File: config.mk
export PLATFORM = sky130hd
export DESIGN_NAME = recursive_mutex_table
export DESIGN_NICKNAME = d
export VERILOG_FILES = /design/src/rtl/rmt_pkg.sv /design/src/rtl/rmt_table.sv /design/src/rtl/rmt_exec.sv /design/src/rtl/recursive_mutex_table.sv
export SDC_FILE = /design/constraint.sdc
export NUM_CORES = 1
export LEC_CHECK = 0
export ABC_AREA = 0
export BUFFER_PORTS_ARGS = -buffer_cell sky130_fd_sc_hd__buf_4
export CELL_PAD_IN_SITES_DETAIL_PLACEMENT = 1
export CELL_PAD_IN_SITES_GLOBAL_PLACEMENT = 1
export CORE_MARGIN = 10
export CORE_UTILIZATION = 30
export CTS_CLUSTER_SIZE = 25
export DETAILED_ROUTE_END_ITERATION = 12
export PLACE_DENSITY = 0.56
export SLEW_MARGIN = 20
export SYNTH_ARGS = -nofsm -noshare
export SYNTH_HDL_FRONTEND = slang
export SYNTH_SLANG_ARGS = --single-unit
File: constraint.sdc
create_clock -name aclk -period 4.5 [get_ports aclk]
set_input_delay 1.125 -clock aclk [delete_from_list [all_inputs] [get_ports aclk]]
set_output_delay 1.125 -clock aclk [all_outputs]
set_load 0.02 [all_outputs]
File: src/rtl/rmt_pkg.sv
// ----------------------------------------------------------------------------
// rmt_pkg
// Operation codes, status codes and shared types of the mutex table.
// ----------------------------------------------------------------------------
package rmt_pkg;

    localparam logic [1:0] OP_CREATE = 2'd0;
    localparam logic [1:0] OP_LOCK   = 2'd1;
    localparam logic [1:0] OP_UNLOCK = 2'd2;

    typedef enum logic [2:0] {
        ST_OK         = 3'd0,
        ST_BAD_ID     = 3'd1,
        ST_HELD_OTHER = 3'd2,
        ST_NOT_OWNER  = 3'd3,
        ST_TABLE_FULL = 3'd4,
        ST_DEPTH_FULL = 3'd5
    } status_t;

    typedef struct packed {
        logic [7:0] task_id;
        logic [7:0] mtx_id;
        logic [1:0] operation;
    } req_t;

    typedef struct packed {
        logic       is_locked;
        logic [7:0] depth_after;
        logic [6:0] new_id;
        status_t    status;
    } res_t;

    typedef struct packed {
        logic wr_en;
        logic cnt_inc;
    } upd_t;

endpackage

File: src/rtl/rmt_table.sv
// ----------------------------------------------------------------------------
// rmt_table
// Entry store of the mutex table: one write port, one registered read port.
// ----------------------------------------------------------------------------
module rmt_table #(
    parameter int DEPTH  = 8,
    parameter int ADDR_W = 3,
    parameter int DATA_W = 16
) (
    input  logic              aclk,
    input  logic              rd_en,
    input  logic [ADDR_W-1:0] rd_addr,
    output logic [DATA_W-1:0] rd_data,
    input  logic              wr_en,
    input  logic [ADDR_W-1:0] wr_addr,
    input  logic [DATA_W-1:0] wr_data
);

    logic [DATA_W-1:0] mem [DEPTH];
    logic [DATA_W-1:0] rd_data_reg;

    always_ff @(posedge aclk) begin
        if (wr_en) begin
            mem[wr_addr] <= wr_data;
        end
    end

    // Read before write: a read at the address being written returns the old word.
    always_ff @(posedge aclk) begin
        if (rd_en) begin
            rd_data_reg <= mem[rd_addr];
        end
    end

    assign rd_data = rd_data_reg;

endmodule

File: src/rtl/rmt_exec.sv
// ----------------------------------------------------------------------------
// rmt_exec
// Decides one request against its table entry and the created count.
// ----------------------------------------------------------------------------
module rmt_exec #(
    parameter int DEPTH_BITS = 8,
    parameter int SLOT_W     = 3,
    parameter int CNT_W      = 4,
    parameter int SLOTS      = 8
) (
    input  rmt_pkg::req_t         req,
    input  logic [CNT_W-1:0]      count,
    input  logic [7:0]            cur_owner,
    input  logic [DEPTH_BITS-1:0] cur_depth,
    output rmt_pkg::res_t         res,
    output rmt_pkg::upd_t         upd,
    output logic [SLOT_W-1:0]     wr_slot,
    output logic [7:0]            wr_owner,
    output logic [DEPTH_BITS-1:0] wr_depth
);
    import rmt_pkg::*;

    logic [7:0]            id_m1;
    logic                  bad_id;
    logic                  full;
    logic                  cur_locked;
    logic [DEPTH_BITS-1:0] dec_depth;
    logic [DEPTH_BITS-1:0] shown_depth;
    logic [DEPTH_BITS+7:0] shown_ext;

    assign id_m1      = req.mtx_id - 8'd1;
    assign full       = (count == CNT_W'(SLOTS));
    assign bad_id     = (req.mtx_id == 8'd0) || (req.mtx_id > 8'(count));
    // A held mutex always has a non-zero depth, so the flag is not stored.
    assign cur_locked = (cur_depth != '0);
    assign dec_depth  = cur_depth - DEPTH_BITS'(1);

    always_comb begin
        res.status    = ST_OK;
        res.new_id    = 7'd0;
        res.is_locked = 1'b0;
        shown_depth   = '0;
        upd           = '0;
        wr_slot       = id_m1[SLOT_W-1:0];
        wr_owner      = cur_owner;
        wr_depth      = cur_depth;
        unique case (req.operation)
            OP_CREATE: begin
                if (full) begin
                    res.status = ST_TABLE_FULL;
                end else begin
                    res.new_id  = 7'(count) + 7'd1;
                    upd.wr_en   = 1'b1;
                    upd.cnt_inc = 1'b1;
                    wr_slot     = count[SLOT_W-1:0];
                    wr_owner    = 8'd0;
                    wr_depth    = '0;
                end
            end
            OP_LOCK: begin
                if (bad_id) begin
                    res.status = ST_BAD_ID;
                end else if (cur_locked && (cur_owner != req.task_id)) begin
                    res.status    = ST_HELD_OTHER;
                    shown_depth   = cur_depth;
                    res.is_locked = cur_locked;
                end else if (cur_depth == {DEPTH_BITS{1'b1}}) begin
                    res.status    = ST_DEPTH_FULL;
                    shown_depth   = cur_depth;
                    res.is_locked = cur_locked;
                end else begin
                    upd.wr_en     = 1'b1;
                    wr_owner      = req.task_id;
                    wr_depth      = cur_depth + DEPTH_BITS'(1);
                    shown_depth   = wr_depth;
                    res.is_locked = 1'b1;
                end
            end
            OP_UNLOCK: begin
                if (bad_id) begin
                    res.status = ST_BAD_ID;
                end else if (!cur_locked || (cur_owner != req.task_id)) begin
                    res.status    = ST_NOT_OWNER;
                    shown_depth   = cur_depth;
                    res.is_locked = cur_locked;
                end else begin
                    upd.wr_en     = 1'b1;
                    wr_depth      = dec_depth;
                    wr_owner      = (dec_depth == '0) ? 8'd0 : cur_owner;
                    shown_depth   = dec_depth;
                    res.is_locked = (dec_depth != '0);
                end
            end
            default: begin
                res.status = ST_BAD_ID;
            end
        endcase
        shown_ext       = {8'd0, shown_depth};
        res.depth_after = shown_ext[7:0];
    end

endmodule

File: src/rtl/recursive_mutex_table.sv
// ----------------------------------------------------------------------------
// recursive_mutex_table
// A request word is registered in the request stage, then its result word in the
// output register. Throughput: one request per cycle while the output is not
// stalled, set by the single read-modify-write of the entry store per cycle.
// Reset clears the created count and the valid flags only; entries need no
// clearing, as a slot is cleared when it is created and never used before.
// ----------------------------------------------------------------------------
module recursive_mutex_table #(
    parameter int MUTEX_SLOTS = 8,
    parameter int DEPTH_BITS  = 8
) (
    input  logic        aclk,
    input  logic        aresetn,
    input  logic        s_tvalid,
    output logic        s_tready,
    input  logic [23:0] s_tdata,  // operation[1:0], mtx_id[9:2], task_id[17:10]
    output logic        m_tvalid,
    input  logic        m_tready,
    output logic [23:0] m_tdata   // status[2:0], new_id[9:3], depth_after[17:10],
                                  // is_locked[18]
);
    import rmt_pkg::*;

    localparam int SLOT_W = (MUTEX_SLOTS > 1) ? $clog2(MUTEX_SLOTS) : 1;
    localparam int CNT_W  = $clog2(MUTEX_SLOTS + 1);
    localparam int ENT_W  = 8 + DEPTH_BITS;

    req_t                  s_req;
    logic                  accept;
    logic                  a_adv;
    logic                  out_free;
    logic [7:0]            rd_id_m1;
    logic [SLOT_W-1:0]     rd_slot;
    logic [ENT_W-1:0]      rd_data;
    logic [ENT_W-1:0]      cur_entry;
    logic [ENT_W-1:0]      wr_entry;
    logic                  wr_en;
    res_t                  res;
    upd_t                  upd;
    logic [SLOT_W-1:0]     wr_slot;
    logic [7:0]            wr_owner;
    logic [DEPTH_BITS-1:0] wr_depth;

    logic                  a_vld_reg,   a_vld_next;
    req_t                  a_req_reg;
    logic [CNT_W-1:0]      cnt_reg,     cnt_next;
    logic                  byp_vld_reg;
    logic [ENT_W-1:0]      byp_data_reg;
    logic                  o_vld_reg,   o_vld_next;
    res_t                  o_res_reg;

    assign s_req    = req_t'(s_tdata[17:0]);
    assign out_free = !o_vld_reg || m_tready;
    assign a_adv    = a_vld_reg && out_free;
    assign s_tready = aresetn && (!a_vld_reg || a_adv);
    assign accept   = s_tvalid && s_tready;
    assign rd_id_m1 = s_req.mtx_id - 8'd1;
    assign rd_slot  = rd_id_m1[SLOT_W-1:0];
    assign wr_en    = a_adv && upd.wr_en;
    assign wr_entry = {wr_owner, wr_depth};

    // An entry written on the same edge as the read is taken from the bypass.
    assign cur_entry = byp_vld_reg ? byp_data_reg : rd_data;

    rmt_table #(
        .DEPTH  (MUTEX_SLOTS),
        .ADDR_W (SLOT_W),
        .DATA_W (ENT_W)
    ) u_table (
        .aclk    (aclk),
        .rd_en   (accept),
        .rd_addr (rd_slot),
        .rd_data (rd_data),
        .wr_en   (wr_en),
        .wr_addr (wr_slot),
        .wr_data (wr_entry)
    );

    rmt_exec #(
        .DEPTH_BITS (DEPTH_BITS),
        .SLOT_W     (SLOT_W),
        .CNT_W      (CNT_W),
        .SLOTS      (MUTEX_SLOTS)
    ) u_exec (
        .req       (a_req_reg),
        .count     (cnt_reg),
        .cur_owner (cur_entry[ENT_W-1:DEPTH_BITS]),
        .cur_depth (cur_entry[DEPTH_BITS-1:0]),
        .res       (res),
        .upd       (upd),
        .wr_slot   (wr_slot),
        .wr_owner  (wr_owner),
        .wr_depth  (wr_depth)
    );

    always_comb begin
        a_vld_next = a_vld_reg;
        if (accept) begin
            a_vld_next = 1'b1;
        end else if (a_adv) begin
            a_vld_next = 1'b0;
        end
        o_vld_next = o_vld_reg;
        if (a_adv) begin
            o_vld_next = 1'b1;
        end else if (m_tready) begin
            o_vld_next = 1'b0;
        end
        cnt_next = cnt_reg;
        if (a_adv && upd.cnt_inc) begin
            cnt_next = cnt_reg + CNT_W'(1);
        end
    end

    always_ff @(posedge aclk) begin
        if (!aresetn) begin
            a_vld_reg   <= 1'b0;
            o_vld_reg   <= 1'b0;
            cnt_reg     <= '0;
            byp_vld_reg <= 1'b0;
        end else begin
            a_vld_reg <= a_vld_next;
            o_vld_reg <= o_vld_next;
            cnt_reg   <= cnt_next;
            if (accept) begin
                byp_vld_reg <= wr_en && (wr_slot == rd_slot);
            end
        end
    end

    always_ff @(posedge aclk) begin
        if (accept) begin
            a_req_reg    <= s_req;
            byp_data_reg <= wr_entry;
        end
        if (a_adv) begin
            o_res_reg <= res;
        end
    end

    assign m_tvalid = o_vld_reg;
    assign m_tdata  = {5'd0, o_res_reg};

endmodule

* Word level (Yosys, flattened, before mapping)
Memories as Yosys holds them, arrays and structs flattened. A register that Yosys moved wholly into a read port is not among the register bits.
Cells that the tools add are included.
** Operators by class
- Reduce and logical (&&, ||, !) cells :: 22
- Bitwise operators :: 1
- $lt $le $gt $ge :: 1
- Add/sub/neg operators :: 6
- Muxes and demuxes :: 48
- Equal/unequal tests :: 6
** Operators by type and width (count)
- 2-to-1 mux 8 bit :: 15
- case mux 8 bit (3 select lines) :: 2
- 2-to-1 mux 3 bit :: 7
- 2-to-1 mux 1 bit :: 17
- logical NOT 8 bit :: 2
- 2-to-1 mux 16 bit :: 1
- case mux 8 bit (2 select lines) :: 1
- nonzero test 8 bit :: 2
- case mux 3 bit (3 select lines) :: 1
- adder 8 x 1 -> 8 bit (second input constant) :: 1
- == test 8 bit (second input constant) :: 1
- greater-than comparator 8 x 4 -> 1 bit :: 1
- inequality test 8 bit :: 1
- subtractor 8 x 1 -> 8 bit (second input constant) :: 1
- logical AND 1 bit :: 7
- subtractor 3 x 1 -> 3 bit (second input constant) :: 2
- adder 4 x 1 -> 5 bit (second input constant) :: 1
- adder 4 x 1 -> 4 bit (second input constant) :: 1
- == test 4 bit (second input constant) :: 1
- logical OR 1 bit :: 4
- 2-to-1 mux 2 bit :: 2
- nonzero test 2 bit :: 2
- == test 3 bit :: 1
- logical NOT 1 bit :: 3
- other kinds (7) :: 7
** Word-level totals
- RAM bits :: 128
- Input bits :: 28
- Word-level logic and storage cells :: 97
- Output and inout port bits :: 26
- Memories kept :: 1
- Bits in registers :: 60
** Memory list
- u_table.mem :: words 8, bits a word 16, read ports 1, clocked after Yosys merged registers in 1, write ports 1, line rmt_table.sv:19 : logic [DATA_W-1:0] mem [DEPTH];

* Depth between registers and ports, before layout
- Depth in word-level cells :: 10
- Gate-level depth with buffers :: 11

* Hierarchy
Synthesis repeated with hierarchy kept, for this count alone.
** Second synthesis, totals
- Cells, all modules :: 576
- Area total of the unflattened synthesis :: 9298.9 µm²
** By module, submodules not included
- rmt_table :: cells each 214, seq. area each 4324.1 µm², area an instance 5454.0 µm², times used 1
- recursive_mutex_table :: cells each 118, seq. area each 1731.7 µm², area an instance 2207.1 µm², times used 1
- rmt_exec :: cells each 244, seq. area each 0.0 µm², area an instance 1637.8 µm², times used 1

* Worst setup path before layout
OpenSTA, ideal clock, no wires.
- Kind :: input to register
- From :: input port m_tready
- To :: memory u_table.mem[4][0], enable pin
- Data arrival time :: 4.032 ns
- Path slack :: 0.038 ns
- Stages :: 5
- Path buffers :: 0
- Setup time :: 0.430 ns
- Data required time :: 4.070 ns
- Cell sequence :: nor2b_1 > nor2b_1 > and2_1 > nand2b_1 > nor4_1
** On the way
- Cells in the longest elaborated chain, start to end :: 5
** RTL lines
- from (decl) :: line recursive_mutex_table.sv:19 : input logic m_tready,
- logical OR 1 bit :: line recursive_mutex_table.sv:54 : assign out_free = !o_vld_reg || m_tready;
- logical AND 1 bit :: line recursive_mutex_table.sv:55 : assign a_adv = a_vld_reg && out_free;
- net a_adv :: line recursive_mutex_table.sv:31 : logic a_adv;
- logical AND 1 bit :: line recursive_mutex_table.sv:60 : assign wr_en = a_adv && upd.wr_en;
- 2-to-1 mux 1 bit :: line rmt_table.sv:23 : if (wr_en) begin
- 2-to-1 mux 1 bit (not written as such) :: line rmt_table.sv:24 : mem[wr_addr] <= wr_data;
- to (decl) :: line rmt_table.sv:19
The timed path passes the listed nets, and every way through them passes these cells.

* Worst setup path after layout
- From :: register byp_vld_reg
- To :: memory u_table.mem[5][15] (data pin)
** On the way
- Cells in the longest elaborated chain, start to end :: 7
- Elaborated cells between the ends (all ways) :: 17
- Those cells by class :: add/sub: 1; eq/ne: 2; mux: 9; reduce/logical: 5
** RTL lines
- from (decl) :: line recursive_mutex_table.sv:48 : logic byp_vld_reg;
- from (signal assigned) :: line recursive_mutex_table.sv:127 : byp_vld_reg <= wr_en && (wr_slot == rd_slot);
- 2-to-1 mux 16 bit * :: line recursive_mutex_table.sv:64 : assign cur_entry = byp_vld_reg ? byp_data_reg : rd_data;
- subtractor 8 x 1 -> 8 bit or nonzero test 8 bit (tied branches) :: line rmt_exec.sv:36, rmt_exec.sv:35
- logical NOT 8 bit or logical NOT 1 bit (tied branches) :: line rmt_exec.sv:89, rmt_exec.sv:82
- 2-to-1 mux 8 bit or logical OR 1 bit (tied branches) :: line rmt_exec.sv:89, rmt_exec.sv:82
- 2-to-1 mux 8 bit :: line rmt_exec.sv:82 : end else if (!cur_locked || (cur_owner != req.task_id)) begin
- 2-to-1 mux 8 bit :: line rmt_exec.sv:80 : if (bad_id) begin
- case mux 8 bit (3 select lines) * :: line rmt_exec.sv:47 : unique case (req.operation)
- net u_exec.wr_owner[7] :: line rmt_exec.sv:18 : output logic [7:0] wr_owner,
Mark *: on every way through the listed nets, which the timed path passes. The rest lies on a longest branch.

==> results.toml <==
[status]
status = "completed"

[worst_setup_path]
critical_path.startpoint_type = "flip-flop"
critical_path_rt_ns = 4.68
worst-path-max-fanout = 10
crit_path_cell_trace = "mux2i_1 > inv_1 > ha_1 > o211ai_1 > nor3_4 > nor3_1 > o221a_2 > o21ai_0"
setup.worst_path.class = "flip-flop to flip-flop"
worstRegToRegCells = 8
arrival_ns = 3.98
critical-path-max-stage-delay_ns = 0.77
timing.critical_path.slowest_stage_cell = "sky130_fd_sc_hd__o21ai_0"
setup.worst_path.end_class = "flip-flop"

[cells_and_area]
final_net_count = 685
final_cell_count_no_fill = 1046
layout_commonest_cell = "sky130_fd_sc_hd__edfxtp_1"
largest_reg_flops = 128
most_frequent_cells_in_the_layout = "195 x sky130_fd_sc_hd__edfxtp_1, 65 x sky130_fd_sc_hd__buf_4, 32 x sky130_fd_sc_hd__mux4_2"
area_delta_synth_final_pct = 19.3
insertedDiodeCount = 0
layout-drive-gt1-share = 0.280

[clock_tree]
cts.clk_slew.worst_paths_ns = 0.06
cts_sinks = 202
ctsRootBufferMaster = "sky130_fd_sc_hd__clkbuf_16"
clock_tree_from_tritoncts = "done"
clock_path_buffers = 3
post_cts_hold_buffer_count = 0
h-tree-depth = 1
post_cts_resize_count = 0
clock_insertion_delay_worst_skew_ns = 0.52
postCtsSetupBuffers = 0
cts_inserted_buffers = 24

[power_and_ir_drop]
combPwrFrac = 0.075
power.net_switching_w = 0.000954
power.share.sequential = 0.490
switching_share = 0.219
power_density_over_the_cells_mw_per_mm2 = 401
cell_internal_pwr_w = 0.00340
power_frac_clock = 0.435
worst_ir_drop_vdd_mv = 0.270
total_leakage_power_nw = 3.47

[die]
num_rows = 63
die-area_sq_mm = 0.0376
core-area_sq_mm = 0.0298
dieHeight_um = 194
initial_utilization = 0.305
die_width_um = 194
ios = 54

[timing]
max_freq_mhz = 264
slew_violations = 0
finalHoldViolCount = 0
fin_tns_setup_ns = 0
tightest_slew_ns = 0.932
postLayoutSetupSlackWorst_ns = 0.709
hold_slack_ns = 0.549
grt_setup_unrepaired = "false"
finalSetupViolations = 0
final.setup_skew_ns = 0.00983
slew_headroom = 0.372
finalCriticalPeriod_ns = 3.79
final_min_period_over_clock_period = 0.842

[placed_design]
port_buffers = 40
pre_cts_slack_ns = 0.778
place_hpwl_um = 14300
place.gp.congestion = 0.864
placedCellCount = 1005

[grt]
grt_antenna_before_repair = 0
grt_overflow = 0
grt_overall_usage = 0.113
grt_first_pass_wirelength_um = 34500
grt_pass1_vias = 5830
grt_start_max_net_pins = 34

[drt]
via_count = 5314
post-route-drc-count = 0
drtAntennaViolNets = 0
detail_route.wl_per_cell_um = 20.9
drt_wl_total_um = 21900
drtPass1Iterations = 4
detail_route.vias_per_cell = 5.08
drt-initial-drc-count = 344

[hold_path]
hold_class = "flip-flop to flip-flop"
worstHoldPathCells = 1

[yosys]
yosys_most_used_dff = "sky130_fd_sc_hd__edfxtp_1"
async_flop_share = 0
synth_seq_cells = 202
mappedNetlistArea_sq_mm = 0.00908
synth_enable_flop_cells = 195
avgSynthCellArea_sq_um = 16.0
yosysUniqueCellTypes = 70
post_synth_inst_count = 567
yosysWarningCount = 0
synth-seq-area-share = 0.660

[job]
max-cap-violations = 0
cell type report:
| class | count | area [sq um] |
|---|---|---|
| clock inverters | 13 | 160 |
| multi-input cells | 324 | 2940 |
| flip-flops and latches | 202 | 6000 |
| fillers | 3071 | 19000 |
| repair buffers | 69 | 568 |
| inverters | 20 | 75.1 |
| clock buffers | 28 | 616 |
| well taps | 390 | 488 |
worst max-delay path, delay by kind of cell (launching register included):
kind            cells  cell delay [ns]
compound gates      3             1.48
fa+ha+maj           1             0.28
buf+inv             1             0.22
flops               1             0.47
mux                 1             0.24
simple gates        2             0.76
through the flow:
| step | total power [W] | instance area [sq um] | util |
|---|---|---|---|
| global placement | 0.00249 | 10100 | 0.338 |
| floorplan | 0.00238 | 9110 | - |
| detailed placement | 0.00250 | 10100 | 0.338 |
| global route | 0.00452 | 10800 | 0.364 |
| finish | 0.00435 | 10800 | 0.364 |
| CTS | 0.00442 | 10800 | 0.364 |
metal layers:
| metal | GRT usage | wire length, um | up-vias |
|---|---|---|---|
| met5 | 0 | 0 | - |
| met4 | 0.0290 | 384 | 0 |
| met3 | 0.0221 | 979 | 38 |
| met2 | 0.200 | 11100 | 103 |
| met1 | 0.138 | 9360 | 2765 |
| li1 | - | - | 2408 |
power by group through the flow:
stage / combinational [W] / clock [W] / sequential [W]
detailed placement: 0.000330 / 0 / 0.00217
finish: 0.000326 / 0.00189 / 0.00213
CTS: 0.000332 / 0.00195 / 0.00213
global placement: 0.000322 / 0 / 0.00217
global route: 0.000357 / 0.00202 / 0.00214
floorplan: 0.000208 / 0 / 0.00218
path summary, 6_finish.rpt:
path,start,end,slack [ns]
max,byp_vld_reg,u_table.mem[5][15],0.71
min,a_vld_reg,m_tvalid,0.55
max reg2reg,byp_vld_reg,u_table.mem[5][15],0.71
min reg2reg,a_vld_reg,m_tvalid,0.55
kinds of logic (layout without fill, tap and decap cells):
group | Yosys count | in the layout | synth area share
AOI/OAI and AO/OA | 88 | 88 | 0.0668
adders and majority gates | 16 | 16 | 0.0220
and+or+nand+nor | 122 | 122 | 0.0804
xor gates and xnor gates | 23 | 23 | 0.0222
buffers and inverters | 47 | 130 | 0.0251
muxes | 68 | 68 | 0.123
DFF | 202 | 202 | 0.660
other | 1 | 7 | 0.000413
synthesized netlist by cell type (all sizes together) (3+ instances only):
cell type / number / area, sq um
nor3: 14 / 97.6
nand4: 8 / 50.1
mux4: 32 / 721
dfxtp: 7 / 140
nor2: 13 / 65.1
nor3b: 3 / 27.5
o211ai: 3 / 22.5
xnor2: 21 / 184
o31a: 4 / 35.0
clkbuf: 10 / 37.5
a21boi: 3 / 26.3
o21a: 4 / 30.0
a311oi: 4 / 35.0
a31oi: 4 / 25.0
edfxtp: 195 / 5860
o311ai: 3 / 26.3
a21oi: 16 / 83.8
mux2i: 16 / 171
nand2: 27 / 101
and3: 4 / 25.0
buf: 17 / 115
or3: 6 / 42.5
nand3: 15 / 80.1
a32oi: 4 / 35.0
inv: 20 / 75.1
nor2b: 7 / 43.8
and2: 6 / 37.5
nor4: 12 / 105
mux2: 20 / 225
ha: 16 / 200
o21ai: 23 / 115
Note: power is estimated with default switching activity, not from simulation.
